**config.mk**
```make
export PLATFORM = sky130hd
export DESIGN_NAME = julian_day_conversion
export DESIGN_NICKNAME = d
export VERILOG_FILES = /design/src/hw/rtl/jdc_pkg.sv /design/src/hw/rtl/jdc_to_jd.sv /design/src/hw/rtl/jdc_to_cal.sv /design/src/hw/rtl/julian_day_conversion.sv
export SDC_FILE = /design/constraint.sdc
export NUM_CORES = 2
export LEC_CHECK = 0
export ABC_AREA = 0
export BUFFER_PORTS_ARGS = -buffer_cell sky130_fd_sc_hd__buf_2
export CAP_MARGIN = 20
export CELL_PAD_IN_SITES_DETAIL_PLACEMENT = 0
export CELL_PAD_IN_SITES_GLOBAL_PLACEMENT = 1
export CORE_ASPECT_RATIO = 0.5
export CORE_UTILIZATION = 48
export CTS_CLUSTER_SIZE = 14
export DETAILED_ROUTE_END_ITERATION = 16
export PLACE_DENSITY_LB_ADDON = 0.3
export RECOVER_POWER = 50
export SLEW_MARGIN = 30
export SYNTH_ARGS = -nofsm -noshare
export SYNTH_HDL_FRONTEND = slang
export SYNTH_HIERARCHICAL = 1
export SYNTH_SLANG_ARGS = --single-unit
```
**constraint.sdc**
```tcl
create_clock -name clock -period 7.85 [get_ports clock]
set_input_delay 1.1775 -clock clock [delete_from_list [all_inputs] [get_ports clock]]
set_output_delay 1.1775 -clock clock [all_outputs]
set_load 0.01 [all_outputs]
```
**src/hw/rtl/jdc_pkg.sv**
```systemverilog
package jdc_pkg;

   // Number of register stages from the request register to the response register.
   localparam int unsigned STAGES = 8;

   // Direction of a conversion, carried in the action field of a request.
   localparam logic ACT_TO_JD  = 1'b0;
   localparam logic ACT_TO_CAL = 1'b1;

   // Whole days in k months of 30.6001 days. This is the month offset of the day
   // count, with March as month 3.
   function automatic logic [9:0] month_span(input logic [4:0] k);
      logic [9:0] span;
      case (k)
         5'd3:    span = 10'd91;
         5'd4:    span = 10'd122;
         5'd5:    span = 10'd153;
         5'd6:    span = 10'd183;
         5'd7:    span = 10'd214;
         5'd8:    span = 10'd244;
         5'd9:    span = 10'd275;
         5'd10:   span = 10'd306;
         5'd11:   span = 10'd336;
         5'd12:   span = 10'd367;
         5'd13:   span = 10'd397;
         5'd14:   span = 10'd428;
         5'd15:   span = 10'd459;
         5'd16:   span = 10'd489;
         5'd17:   span = 10'd520;
         default: span = 10'd0;
      endcase
      return span;
   endfunction

endpackage

```
**src/hw/rtl/jdc_to_jd.sv**
```systemverilog
module jdc_to_jd (
   input  logic                        clock,
   input  logic [jdc_pkg::STAGES-1:0]  load,
   input  logic signed [14:0]          cal_year,
   input  logic [3:0]                  cal_month,
   input  logic [4:0]                  cal_day,
   input  logic [4:0]                  cal_hour,
   input  logic [5:0]                  cal_minute,
   input  logic [5:0]                  cal_second,
   output logic [22:0]                 day_number,
   output logic [16:0]                 seconds_of_day
);

   localparam int unsigned DELAY = jdc_pkg::STAGES - 2;

   localparam logic signed [14:0] REFORM_YEAR  = 15'sd1582;
   localparam logic [3:0]         REFORM_MONTH = 4'd9;
   localparam logic [4:0]         REFORM_MDAY  = 5'd5;

   // Request register.
   logic signed [14:0] year_ff;
   logic [3:0]         month_ff;
   logic [4:0]         mday_ff;
   logic [4:0]         hour_ff;
   logic [5:0]         minute_ff;
   logic [5:0]         second_ff;

   // Second stage.
   logic [8:0]         cent_ff, cent_in;
   logic signed [27:0] base_ff, base_in;
   logic               julian_ff, julian_in;
   logic [9:0]         mspan_ff, mspan_in;
   logic [4:0]         mday2_ff;
   logic [16:0]        sod_ff, sod_in;

   logic               early;
   logic signed [15:0] y_v;
   logic [15:0]        u_v;
   logic [28:0]        cent_prod;
   logic signed [27:0] x_v;
   logic signed [27:0] base_prod;
   logic [4:0]         span_idx;

   logic signed [10:0] cent_s;
   logic signed [10:0] greg_corr;
   logic [27:0]        day_sum;
   logic [22:0]        day_in;

   logic [22:0] day_ff [DELAY];
   logic [16:0] sec_ff [DELAY];

   always_ff @(posedge clock) begin
      if (load[0]) begin
         year_ff   <= cal_year;
         month_ff  <= cal_month;
         mday_ff   <= cal_day;
         hour_ff   <= cal_hour;
         minute_ff <= cal_minute;
         second_ff <= cal_second;
      end
   end

   always_comb begin
      // January and February count as months 13 and 14 of the year before.
      early = (month_ff <= 4'd1);
      y_v   = early ? 16'(year_ff) - 16'sd1 : 16'(year_ff);

      // floor(y / 100): offset by a multiple of 100 so the dividend is positive,
      // then multiply by the reciprocal 5243 / 2^19.
      u_v       = 16'(y_v + 16'sd16400);
      cent_prod = 29'(u_v) * 29'd5243;
      cent_in   = cent_prod[27:19];

      x_v       = 28'(y_v) + 28'sd4716;
      base_prod = x_v * 28'sd1461;
      base_in   = base_prod >>> 2;

      if (early) begin
         span_idx = {1'b0, month_ff} + 5'd14;
      end else begin
         span_idx = {1'b0, month_ff} + 5'd2;
      end
      mspan_in = jdc_pkg::month_span(span_idx);

      julian_in = (year_ff < REFORM_YEAR) ||
                  ((year_ff == REFORM_YEAR) &&
                   ((month_ff < REFORM_MONTH) ||
                    ((month_ff == REFORM_MONTH) && (mday_ff < REFORM_MDAY))));

      sod_in = 17'(hour_ff) * 17'd3600 + 17'(minute_ff) * 17'd60 + 17'(second_ff);
   end

   always_ff @(posedge clock) begin
      if (load[1]) begin
         cent_ff   <= cent_in;
         base_ff   <= base_in;
         julian_ff <= julian_in;
         mspan_ff  <= mspan_in;
         mday2_ff  <= mday_ff;
         sod_ff    <= sod_in;
      end
   end

   always_comb begin
      // Remove the offset of 164 centuries again.
      cent_s = $signed(11'(cent_ff)) - 11'sd164;
      if (julian_ff) begin
         greg_corr = 11'sd0;
      end else begin
         greg_corr = 11'sd2 - cent_s + (cent_s >>> 2);
      end
      day_sum = base_ff + 28'(mspan_ff) + 28'(mday2_ff) + 28'(greg_corr) - 28'd1524;
      day_in  = day_sum[22:0];
   end

   always_ff @(posedge clock) begin
      if (load[2]) begin
         day_ff[0] <= day_in;
         sec_ff[0] <= sod_ff;
      end
   end

   for (genvar i = 1; i < DELAY; i++) begin : g_delay
      always_ff @(posedge clock) begin
         if (load[i + 2]) begin
            day_ff[i] <= day_ff[i - 1];
            sec_ff[i] <= sec_ff[i - 1];
         end
      end
   end

   assign day_number     = day_ff[DELAY - 1];
   assign seconds_of_day = sec_ff[DELAY - 1];

endmodule

```
**src/hw/rtl/jdc_to_cal.sv**
```systemverilog
module jdc_to_cal (
   input  logic                        clock,
   input  logic [jdc_pkg::STAGES-1:0]  load,
   input  logic [22:0]                 in_day_number,
   input  logic [16:0]                 in_seconds,
   output logic signed [14:0]          year,
   output logic [3:0]                  month,
   output logic [4:0]                  day_of_month,
   output logic [4:0]                  hour,
   output logic [5:0]                  minute,
   output logic [5:0]                  second
);

   localparam logic [16:0] SECS_PER_DAY = 17'd86400;
   localparam logic [23:0] REFORM_DAY   = 24'd2299161;
   localparam logic [26:0] ALPHA_OFS    = 27'd7468865;
   localparam logic [25:0] CYCLE_DAYS   = 26'd146097;
   localparam logic [27:0] YEAR_DIV     = 28'd7305;

   typedef struct packed {
      logic [22:0] z;
      logic [16:0] secs;
   } st1_type;

   typedef struct packed {
      logic [23:0] z;
      logic [24:0] n;
      logic [7:0]  alpha0;
      logic        greg;
      logic [16:0] secs;
      logic [4:0]  hour;
   } st2_type;

   typedef struct packed {
      logic [23:0] z;
      logic        greg;
      logic [7:0]  alpha;
      logic [4:0]  hour;
      logic [11:0] rem;
   } st3_type;

   typedef struct packed {
      logic [23:0] b;
      logic [27:0] n;
      logic [4:0]  hour;
      logic [11:0] rem;
      logic [5:0]  minute;
   } st4_type;

   typedef struct packed {
      logic [23:0] b;
      logic [27:0] n;
      logic [14:0] c0;
      logic [4:0]  hour;
      logic [5:0]  minute;
      logic [5:0]  second;
   } st5_type;

   typedef struct packed {
      logic [23:0] b;
      logic [14:0] c;
      logic [4:0]  hour;
      logic [5:0]  minute;
      logic [5:0]  second;
   } st6_type;

   typedef struct packed {
      logic [8:0]  t;
      logic [14:0] c;
      logic [4:0]  hour;
      logic [5:0]  minute;
      logic [5:0]  second;
   } st7_type;

   typedef struct packed {
      logic [14:0] year;
      logic [3:0]  month;
      logic [4:0]  mday;
      logic [4:0]  hour;
      logic [5:0]  minute;
      logic [5:0]  second;
   } st8_type;

   st1_type s1_ff, s1_in;
   st2_type s2_ff, s2_in;
   st3_type s3_ff, s3_in;
   st4_type s4_ff, s4_in;
   st5_type s5_ff, s5_in;
   st6_type s6_ff, s6_in;
   st7_type s7_ff, s7_in;
   st8_type s8_ff, s8_in;

   logic        wrap_v;
   logic [16:0] secs_v;
   logic [23:0] z_v;
   logic [26:0] n_v;
   logic [22:0] alpha_prod;
   logic [25:0] hour_prod;
   logic [25:0] cycle_prod;
   logic [25:0] cycle_rem;
   logic [23:0] a_v;
   logic [23:0] b_v;
   logic [20:0] min_prod;
   logic [35:0] year_prod;
   logic [27:0] year_rem;
   logic [25:0] d_prod;
   logic [23:0] t_full;
   logic [3:0]  e_v;
   logic [3:0]  mm_v;
   logic [15:0] yy_v;

   assign s1_in = '{z: in_day_number, secs: in_seconds};

   // Stage 1 to 2: carry a full day out of the seconds, estimate the century
   // correction and the hour.
   always_comb begin
      wrap_v = (s1_ff.secs >= SECS_PER_DAY);
      secs_v = wrap_v ? s1_ff.secs - SECS_PER_DAY : s1_ff.secs;
      z_v    = 24'(s1_ff.z) + 24'(wrap_v);
      n_v    = {1'b0, z_v, 2'b00} - ALPHA_OFS;
      // 229 / 2^25 sits just below 1 / 146097, so the estimate is low by at most one.
      alpha_prod = 23'(n_v[24:10]) * 23'd229;
      hour_prod  = 26'(secs_v[16:4]) * 26'd4661;

      s2_in.z      = z_v;
      s2_in.n      = n_v[24:0];
      s2_in.alpha0 = alpha_prod[22:15];
      s2_in.greg   = (z_v >= REFORM_DAY);
      s2_in.secs   = secs_v;
      s2_in.hour   = hour_prod[24:20];
   end

   // Stage 2 to 3: correct the century estimate; seconds left in the hour.
   always_comb begin
      cycle_prod = 26'(s2_ff.alpha0) * CYCLE_DAYS;
      cycle_rem  = 26'(s2_ff.n) - cycle_prod;

      s3_in.z     = s2_ff.z;
      s3_in.greg  = s2_ff.greg;
      s3_in.alpha = s2_ff.alpha0 + 8'(cycle_rem >= CYCLE_DAYS);
      s3_in.hour  = s2_ff.hour;
      s3_in.rem   = 12'(s2_ff.secs - 17'(s2_ff.hour) * 17'd3600);
   end

   // Stage 3 to 4: day count from the calendar epoch and the minute.
   always_comb begin
      if (s3_ff.greg) begin
         a_v = s3_ff.z + 24'd1 + 24'(s3_ff.alpha) - 24'(s3_ff.alpha[7:2]);
      end else begin
         a_v = s3_ff.z;
      end
      b_v      = a_v + 24'd1524;
      min_prod = 21'(s3_ff.rem[11:2]) * 21'd1093;

      s4_in.b      = b_v;
      s4_in.n      = 28'(b_v) * 28'd20 - 28'd2442;
      s4_in.hour   = s3_ff.hour;
      s4_in.rem    = s3_ff.rem;
      s4_in.minute = min_prod[19:14];
   end

   // Stage 4 to 5: estimate of the year count, low by at most one.
   always_comb begin
      year_prod = 36'(s4_ff.n[27:8]) * 36'd73493;

      s5_in.b      = s4_ff.b;
      s5_in.n      = s4_ff.n;
      s5_in.c0     = year_prod[35:21];
      s5_in.hour   = s4_ff.hour;
      s5_in.minute = s4_ff.minute;
      s5_in.second = 6'(s4_ff.rem - 12'(s4_ff.minute) * 12'd60);
   end

   // Stage 5 to 6: correct the year count.
   always_comb begin
      year_rem = s5_ff.n - 28'(s5_ff.c0) * YEAR_DIV;

      s6_in.b      = s5_ff.b;
      s6_in.c      = s5_ff.c0 + 15'(year_rem >= YEAR_DIV);
      s6_in.hour   = s5_ff.hour;
      s6_in.minute = s5_ff.minute;
      s6_in.second = s5_ff.second;
   end

   // Stage 6 to 7: days into the March-based year, always within 123 to 488.
   always_comb begin
      d_prod = 26'(s6_ff.c) * 26'd1461;
      t_full = s6_ff.b - d_prod[25:2];

      s7_in.t      = t_full[8:0];
      s7_in.c      = s6_ff.c;
      s7_in.hour   = s6_ff.hour;
      s7_in.minute = s6_ff.minute;
      s7_in.second = s6_ff.second;
   end

   // Stage 7 to 8: month by threshold search, then day of month and year.
   always_comb begin
      e_v = 4'd3;
      for (int k = 4; k <= 15; k++) begin
         if (10'(s7_ff.t) > jdc_pkg::month_span(5'(k))) begin
            e_v = 4'(k);
         end
      end
      mm_v = (e_v < 4'd14) ? e_v - 4'd1 : e_v - 4'd13;
      yy_v = (mm_v > 4'd2) ? 16'(s7_ff.c) - 16'd4716 : 16'(s7_ff.c) - 16'd4715;

      s8_in.year   = yy_v[14:0];
      s8_in.month  = mm_v - 4'd1;
      s8_in.mday   = 5'(10'(s7_ff.t) - jdc_pkg::month_span({1'b0, e_v}));
      s8_in.hour   = s7_ff.hour;
      s8_in.minute = s7_ff.minute;
      s8_in.second = s7_ff.second;
   end

   always_ff @(posedge clock) begin
      if (load[0]) begin
         s1_ff <= s1_in;
      end
      if (load[1]) begin
         s2_ff <= s2_in;
      end
      if (load[2]) begin
         s3_ff <= s3_in;
      end
      if (load[3]) begin
         s4_ff <= s4_in;
      end
      if (load[4]) begin
         s5_ff <= s5_in;
      end
      if (load[5]) begin
         s6_ff <= s6_in;
      end
      if (load[6]) begin
         s7_ff <= s7_in;
      end
      if (load[7]) begin
         s8_ff <= s8_in;
      end
   end

   assign year         = $signed(s8_ff.year);
   assign month        = s8_ff.month;
   assign day_of_month = s8_ff.mday;
   assign hour         = s8_ff.hour;
   assign minute       = s8_ff.minute;
   assign second       = s8_ff.second;

endmodule

```
**src/hw/rtl/julian_day_conversion.sv**
```systemverilog
// Channel   Direction  Handshake              Payload
// req       in         req_valid / req_ready  action, calendar date and time, day and seconds
// rsp       out        rsp_valid / rsp_ready  day number, seconds, calendar date and time
//
// One request enters per cycle while req_ready is high; its response is valid when the request
// reaches the last of the eight register stages of the day number to calendar path.
// Every stage has its own valid bit, so bubbles close up and requests keep entering
// while a response waits; req_ready falls only when all eight stages are full.
// Reset is synchronous and clears the stage valid bits only.
module julian_day_conversion (
   input  logic               clock,
   input  logic               reset,

   input  logic               req_valid,
   output logic               req_ready,
   input  logic               req_action,
   input  logic signed [14:0] req_cal_year,
   input  logic [3:0]         req_cal_month,
   input  logic [4:0]         req_cal_day,
   input  logic [4:0]         req_cal_hour,
   input  logic [5:0]         req_cal_minute,
   input  logic [5:0]         req_cal_second,
   input  logic [22:0]        req_in_day_number,
   input  logic [16:0]        req_in_seconds,

   output logic               rsp_valid,
   input  logic               rsp_ready,
   output logic [22:0]        rsp_day_number,
   output logic [16:0]        rsp_seconds_of_day,
   output logic signed [14:0] rsp_year,
   output logic [3:0]         rsp_month,
   output logic [4:0]         rsp_day_of_month,
   output logic [4:0]         rsp_hour,
   output logic [5:0]         rsp_minute,
   output logic [5:0]         rsp_second
);

   localparam int unsigned N = jdc_pkg::STAGES;

   logic [N-1:0] valid_ff, valid_in;
   logic [N-1:0] act_ff, act_in;
   logic [N:0]   ready_chain;
   logic [N-1:0] load;
   logic         to_cal;

   logic [22:0]        jd_day;
   logic [16:0]        jd_sod;
   logic signed [14:0] cal_year;
   logic [3:0]         cal_month;
   logic [4:0]         cal_mday;
   logic [4:0]         cal_hour;
   logic [5:0]         cal_minute;
   logic [5:0]         cal_second;

   // A stage can take new data when it is empty or its contents move on.
   always_comb begin
      ready_chain[N] = rsp_ready;
      for (int k = N - 1; k >= 0; k--) begin
         ready_chain[k] = !valid_ff[k] || ready_chain[k + 1];
      end
   end

   assign load      = ready_chain[N-1:0];
   assign req_ready = ready_chain[0];
   assign valid_in  = (load & {valid_ff[N-2:0], req_valid}) | (~load & valid_ff);
   assign act_in    = (load & {act_ff[N-2:0], req_action}) | (~load & act_ff);

   always_ff @(posedge clock) begin
      if (reset) begin
         valid_ff <= '0;
      end else begin
         valid_ff <= valid_in;
      end
   end

   always_ff @(posedge clock) begin
      act_ff <= act_in;
   end

   jdc_to_jd u_to_jd (
      .clock          (clock),
      .load           (load),
      .cal_year       (req_cal_year),
      .cal_month      (req_cal_month),
      .cal_day        (req_cal_day),
      .cal_hour       (req_cal_hour),
      .cal_minute     (req_cal_minute),
      .cal_second     (req_cal_second),
      .day_number     (jd_day),
      .seconds_of_day (jd_sod)
   );

   jdc_to_cal u_to_cal (
      .clock         (clock),
      .load          (load),
      .in_day_number (req_in_day_number),
      .in_seconds    (req_in_seconds),
      .year          (cal_year),
      .month         (cal_month),
      .day_of_month  (cal_mday),
      .hour          (cal_hour),
      .minute        (cal_minute),
      .second        (cal_second)
   );

   // Fields that the other direction produces read as zero.
   assign to_cal    = (act_ff[N-1] == jdc_pkg::ACT_TO_CAL);
   assign rsp_valid = valid_ff[N-1];

   assign rsp_day_number     = to_cal ? '0 : jd_day;
   assign rsp_seconds_of_day = to_cal ? '0 : jd_sod;
   assign rsp_year           = to_cal ? cal_year : '0;
   assign rsp_month          = to_cal ? cal_month : '0;
   assign rsp_day_of_month   = to_cal ? cal_mday : '0;
   assign rsp_hour           = to_cal ? cal_hour : '0;
   assign rsp_minute         = to_cal ? cal_minute : '0;
   assign rsp_second         = to_cal ? cal_second : '0;

   a_stall_full : assert property (@(posedge clock) disable iff (reset)
      !req_ready |-> (&valid_ff))
      else $error("request side stalled while a pipeline stage is empty");

   a_time_range : assert property (@(posedge clock) disable iff (reset)
      (rsp_valid && to_cal) |->
         (rsp_hour <= 5'd23) && (rsp_minute <= 6'd59) && (rsp_second <= 6'd59))
      else $error("time of day out of range on a calendar response");

   a_date_range : assert property (@(posedge clock) disable iff (reset)
      (rsp_valid && to_cal) |->
         (rsp_month <= 4'd11) && (rsp_day_of_month >= 5'd1) && (rsp_day_of_month <= 5'd31))
      else $error("month or day of month out of range on a calendar response");

endmodule
```
---- Word-level counts from Yosys, hierarchy flattened ----
Memories as Yosys holds them, arrays and structs flattened. A register that Yosys moved wholly into a read port is not among the register bits.
Index checks and enable logic that the tools add are counted.
word-level totals
  bits in registers ....................... 523
  memory bits (writable) .................. 240
  bits in read-only memories .............. 464
  input bits .............................. 86
  output and inout port bits .............. 83
  word-level logic and storage cells ...... 196
  memories kept ........................... 4
operators by class
  $add $sub $neg .......................... 35
  $mul .................................... 14
  order comparisons ....................... 22
  equality and inequality tests ........... 2
  muxes and demuxes ....................... 39
  bitwise gates (word level) .............. 7
  reductions and logical operators ........ 20
memory list
  name             words  bits a word  rd ports  clocked after Yosys merged registers in  write ports  RTL line         source
  (no name shown)  32     10           1         1                                        0            jdc_pkg.sv:14    case (k)
  (no name shown)  16     9            1         0                                        0            jdc_pkg.sv:14
  u_to_jd.day_ff   6      23           6         0                                        6            jdc_to_jd.sv:49  logic [22:0] day_ff [DELAY];
  u_to_jd.sec_ff   6      17           6         0                                        6            jdc_to_jd.sv:50  logic [16:0] sec_ff [DELAY];
operators by type and width
  operator                                               count
  > comparator 9 bit, second input constant              7
  2-to-1 mux 4 bit                                       10
  > comparator 9 x 8 -> 1 bit, second input constant     4
  multiplier 20 x 17 -> 36 bit, second input constant    1
  2-to-1 mux 17 bit                                      2
  bitwise AND 8 bit                                      4
  2-to-1 mux 15 bit                                      2
  subtractor 15 x 13 -> 15 bit, second input constant    2
  >= comparator 28 x 13 -> 1 bit, second input constant  1
  multiplier 15 x 13 -> 28 bit, second input constant    1
  multiplier 16 x 13 -> 28 bit, second input constant    1
  subtractor 28 x 12 -> 28 bit, second input constant    1
  subtractor 28 bit                                      1
  >= comparator 26 x 18 -> 1 bit, second input constant  1
  multiplier 24 x 3 -> 26 bit, second input constant     1
  multiplier 8 x 18 -> 26 bit, second input constant     1
  subtractor 25 x 26 -> 26 bit                           1
  multiplier 13 x 13 -> 25 bit, second input constant    1
  multiplier 17 x 12 -> 25 bit, second input constant    1
  subtractor 25 x 23 -> 25 bit, second input constant    1
  adder 23 x 1 -> 24 bit                                 1
  adder 24 x 1 -> 24 bit, second input constant          1
  adder 24 x 11 -> 24 bit, second input constant         1
  adder 24 x 8 -> 24 bit                                 1
  other kinds (54)                                       91

---- Logic depth before layout (Yosys ltp) ----
  depth after elaboration ................. 17
  depth in mapped cells ................... 38
  depth with buffers taken out ............ 38

---- Hierarchy ----
Netlist, hierarchy kept.
by module, submodules not included
  module                 instances  cells an instance  area an instance (um^2)  sequential area each (um^2)
  jdc_to_cal             1          3576               39201.3                  12161.7
  jdc_to_jd              1          1844               23475.0                  10390.0
  julian_day_conversion  1          142                1138.6                   400.4

---- Worst setup path before layout ----
OpenSTA, ideal clock, no wires.
  path kind ............................... reg2reg
  start ................................... reg u_to_cal/s1_ff[4] (netlist name)
  end ..................................... reg u_to_cal/s2_ff[30] (netlist name), data pin
  setup time .............................. 260 ps
  arrival time ............................ 8077 ps
  data required time ...................... 7590 ps
  path slack .............................. -486 ps
  stages on the path, launching flop included .. 39
  path buffers ............................ 0
  period minus slack after synthesis ...... 8336 ps
  path through ............................ edfxtp_1 inv_1 ha_1 or4b_2 nor3_1 a31oi_1 nor4_1 a21oi_1 inv_1 ha_1 ha_1 and3_1 and3_1 and2_1 xnor2_1 nor4_1 nand2b_1 nand2_1 [... 3 more ...] inv_1 fa_1 fa_1 inv_1 ha_1 ha_1 a21o_1 a21oi_1 nor2b_1 o21ai_0 nand2b_1 o21ai_0 o31ai_2 nor4_1 or3_1 o2111ai_1 a21oi_1 xnor2_1
on the way
  word-level cells in the longest chain between the ends .. 4
ends and longest elaborated chain
  element                       RTL line           source
  start: declaration            jdc_to_cal.sv:84   st1_type s1_ff, s1_in;
  start signal: assignment      jdc_to_cal.sv:218  s1_ff <= s1_in;
  >= comparator 17 bit          jdc_to_cal.sv:117  wrap_v = (s1_ff.secs >= SECS_PER_DAY);
  adder 23 x 1 -> 24 bit        jdc_to_cal.sv:119  z_v = 24'(s1_ff.z) + 24'(wrap_v);
  subtractor 25 x 23 -> 25 bit  jdc_to_cal.sv:120  n_v = {1'b0, z_v, 2'b00} - ALPHA_OFS;
  via u_to_cal.n_v[15]          jdc_to_cal.sv:96   logic [26:0] n_v;
  multiplier 15 x 8 -> 23 bit   jdc_to_cal.sv:122  alpha_prod = 23'(n_v[24:10]) * 23'd229;
  via u_to_cal.alpha_prod[22]   jdc_to_cal.sv:97   logic [22:0] alpha_prod;
  end signal: assignment        jdc_to_cal.sv:221  s2_ff <= s2_in;
  end: declaration              jdc_to_cal.sv:85   st2_type s2_ff, s2_in;
The timed path passes the listed nets, and every way through them passes these cells.
A chain may end at the register's enable or synchronous reset.

---- Worst setup path in the final report ----
  start ................................... reg u_to_cal/s1_ff[4] (netlist name)
  end ..................................... reg u_to_cal/s2_ff[28] (netlist name), data pin
Same word-level chain as after synthesis.

==> flow_summary.yaml <==
timing:
  slew_headroom_pct: -217
  hold_slack_ns: 0.401
  drv_slew: 346
  worst_slack_ns: 0.240
  fmax_mhz: 131
  finalCriticalPeriod_ns: 7.61
  finClkSkew_ns: 0.0436
  worstMarginPinSlew_ns: 4.75
  hold_viol_final: 0
  rsz0062_at_grt: "yes"
  finalCritPeriodShare_pct: 96.9
  finalSetupViolCount: 0
drt:
  drtPass1Iterations: 5
  routedWlPerCell_um: 16.8
  ant_nets: 0
  drt_iter0_drc: 1895
  vias: 39800
  drt_wl_total_um: 131000
  vias_per_cell: 5.10
  drc_errors: 0
critical_path:
  cp.required_ns: 8.29
  r2r-end: "u_to_cal/s2_ff[28]$_DFFE_PP_"
  criticalPathCategory: "reg2reg"
  crit_fanout: 4
  start_kind: "flip-flop"
  reg2reg_depth: 36
  crit_cells: 36
  cp-startpoint: "u_to_cal/s1_ff[4]$_DFFE_PP_"
  cpMostUsedCell: "ha_4"
  path_buf_inv: 5
  crit_family: "simple AND/OR/NAND/NOR gates"
  crit_end: "u_to_cal/s2_ff[28]$_DFFE_PP_"
  r2r_start: "u_to_cal/s1_ff[4]$_DFFE_PP_"
  crit_arrival_ns: 8.05
  crit_path_max_incr_delay_ns: 0.54
  crit_path_top_delay_cell: "fa_1"
  end_kind: "flip-flop"
  reg2reg_setup_slack_ns: 0.24
clock_tree:
  root_buffer: "clkbuf_16"
  cts_buffers: 77
  cts_tree: "built"
  clock-sinks: 767
  h-tree-depth: 3
  cts_buffer_depth: 3
  clk_pin_slew_ns: 0.06
  clock_latency_ns: 0.69
  hold_buffers: 0
die:
  fp.dieW_um: 518
  fp.dieArea_um2: 134000
  initial_core_util_pct: 48.4
  rows: 94
  boundaryPins: 169
  core_um2: 132000
  die_h_um: 260
yosys:
  synth.distinct_cells: 112
  synth-seq-area-share_pct: 36.0
  yosysTopAreaCell: "edfxtp_1"
  yosys_warnings: 6
  synthArstFlopShare_pct: 0
  ys_ff_latch: 767
  syn-num-nets: 7170
  synth_edf_count: 759
  syn_area_per_cell_um2: 11.5
  synth_area_leaders: "edfxtp_1 (36%), ha_1 (20%), fa_1 (15%), inv_1 (6.4%), xnor2_1 (3.8%)"
  synth.most_common_cell: "inv_1"
  ys.flop_type: "edfxtp_1"
  synth_top_cell_area_share_pct: 35.7
  synth_commonest_cells: "inv_1 (1094), ha_1 (1034), edfxtp_1 (759)"
  syn-cell-area_um2: 63800
  syn_inst: 5562
layout:
  syn2layout_area_growth_pct: 12.1
  nNetsFinal: 7582
  drive_above_1_share_pct: 10.8
grt:
  track_usage_pct: 19.7
  grt_pass1_vias: 42000
  grt_start_max_net_pins: 83
  gr-total-overflow: 0
  antenna_found_initial: 5
  grt_pass1_wl_um: 214000
run_status:
  status: "finished, violations left"
  failed_checks: "capacitance limit, slew limit"
placed_design:
  portBuffers: 168
  finalWeightedCongestion: 0.890
  post-place-ws_ns: -0.215
  hpwlAfterDp_um: 105000
min_path:
  hp-class: "reg2reg"
flow_run:
  cap_violations: 8
[final cells by class]
| cell class | count | area (um2) |
|---|---|---|
| Sequential cell | 767 | 23000 |
| Inverter | 1095 | 4110 |
| Antenna cell | 4 | 10.0 |
| Tap cell | 1776 | 2220 |
| Fill cell | 11200 | 60200 |
| Clock buffer | 93 | 2000 |
| Timing Repair Buffer | 396 | 2520 |
| Multi-Input combinational cell | 3637 | 37100 |
| Clock inverter | 45 | 591 |
[cell families (layout without fill, tap and decap cells)]
group                    count (synthesis)  count (layout)  synth area share, %
adder cells (fa/ha/maj)               1522            1522                 35.6
buffers and inverters                 1158            1629                 6.86
AND/OR/NAND/NOR                        913             913                 7.45
AO/OA/AOI/OAI                          780             780                 8.20
flip-flops                             767             767                 36.0
XOR/XNOR                               396             396                 5.52
multiplexers                            26              26                0.420
other                                    0               4                    0
[worst min path at each step]
| stage | from | end | cells past startpoint |
|---|---|---|---|
| 2_1_floorplan | flip-flop | flip-flop | 0 |
| 6_report | u_to_cal/s3_ff[16]$_DFFE_PP_ | u_to_cal/s4_ff[22]$_DFFE_PP_ | 0 |
| 3_5_place_dp | u_to_cal/s2_ff[8]$_DFFE_PP_ | u_to_cal/s3_ff[3]$_DFFE_PP_ | 0 |
| 4_1_cts | u_to_cal/s3_ff[16]$_DFFE_PP_ | u_to_cal/s4_ff[22]$_DFFE_PP_ | 0 |
| 5_1_grt | u_to_cal/s4_ff[56]$_DFFE_PP_ | u_to_cal/s5_ff[65]$_DFFE_PP_ | 0 |
| 3_3_place_gp | u_to_jd/day_ff[2][2]$_DFFE_PP_ | u_to_jd/day_ff[3][2]$_DFFE_PP_ | 0 |
[through the flow]
step / util [%] / instances / TNS (ns) / instance area [um2]
finish: 54.3 / 7813 / 0 / 71500
global placement: 51.8 / 7643 / -0.171 / 68300
detailed placement: 51.9 / 7646 / -0.653 / 68400
global route: 54.3 / 7813 / -0.289 / 71500
floorplan: - / 5562 / 0 / 63900
CTS: 54.0 / 7799 / -0.0291 / 71200
[timing repair]
| item | CTS | global route |
|---|---|---|
| setup buffers | 15 | 10 |
| setup endpoints to repair | 4 | 35 |
| resized for setup | 27 | 69 |
| pin swaps | 28 | 43 |
[routing by layer]
layer  GRT usage [%]  wire length, um  up-vias
met2            35.8            66100      478
met5               0                0        -
li1                -                -    19800
met1            25.0            58500    19400
met3            2.20             3520      167
met4            5.33             2800        0
[layout by cell type, fill, tap and decap left out, types with 11 or more instances in the layout]
cell type and n:
a211oi_1 24, a21boi_0 13, a21o_1 101, a21oi_1 209, a31oi_1 33, and2_1 61, and3_1 30, and4_1 11
buf_2 164, buf_4 212, clkbuf_1 31, clkbuf_16 77, clkinv_1 11, edfxtp_1 759, fa_1 488, ha_1 1020
inv_1 1079, inv_2 14, mux2i_1 20, nand2_1 160, nand2b_1 47, nand3_1 76, nand3b_1 12, nand4_1 33
nor2_1 217, nor2b_1 78, nor3_1 55, nor4_1 16, o211ai_1 28, o21a_1 39, o21ai_0 110, o21bai_1 42
o22ai_1 11, o31ai_1 16, or2_2 11, or3_1 17, xnor2_1 258, xnor2_2 17, xor2_1 112
[flip-flops by register name, summed over array words and instances, names as in the netlist, 17 cells and up, named ones only]
name	cells
u_to_jd/base_ff	23
u_to_jd/sod_ff	17
u_to_cal/s1_ff	40
u_to_cal/s3_ff	50
u_to_cal/s5_ff	67
u_to_cal/s4_ff	52
u_to_jd/day_ff	138
u_to_cal/s6_ff	41
u_to_cal/s7_ff	41
u_to_cal/s2_ff	73
u_to_jd/sec_ff	102
[worst register-to-register path, delay by kind of cell, from the launching register on]
kind / cells / cell delay [ns]
compound gates: 6 / 0.70
xor+xnor: 3 / 0.44
fa+ha+maj: 8 / 2.44
buf+inv: 5 / 0.46
flops: 1 / 0.40
simple gates: 14 / 2.91
Power is left out: the tool's default activity adds up to more than one toggle a clock period on the data nets, which glitch-free logic cannot reach.
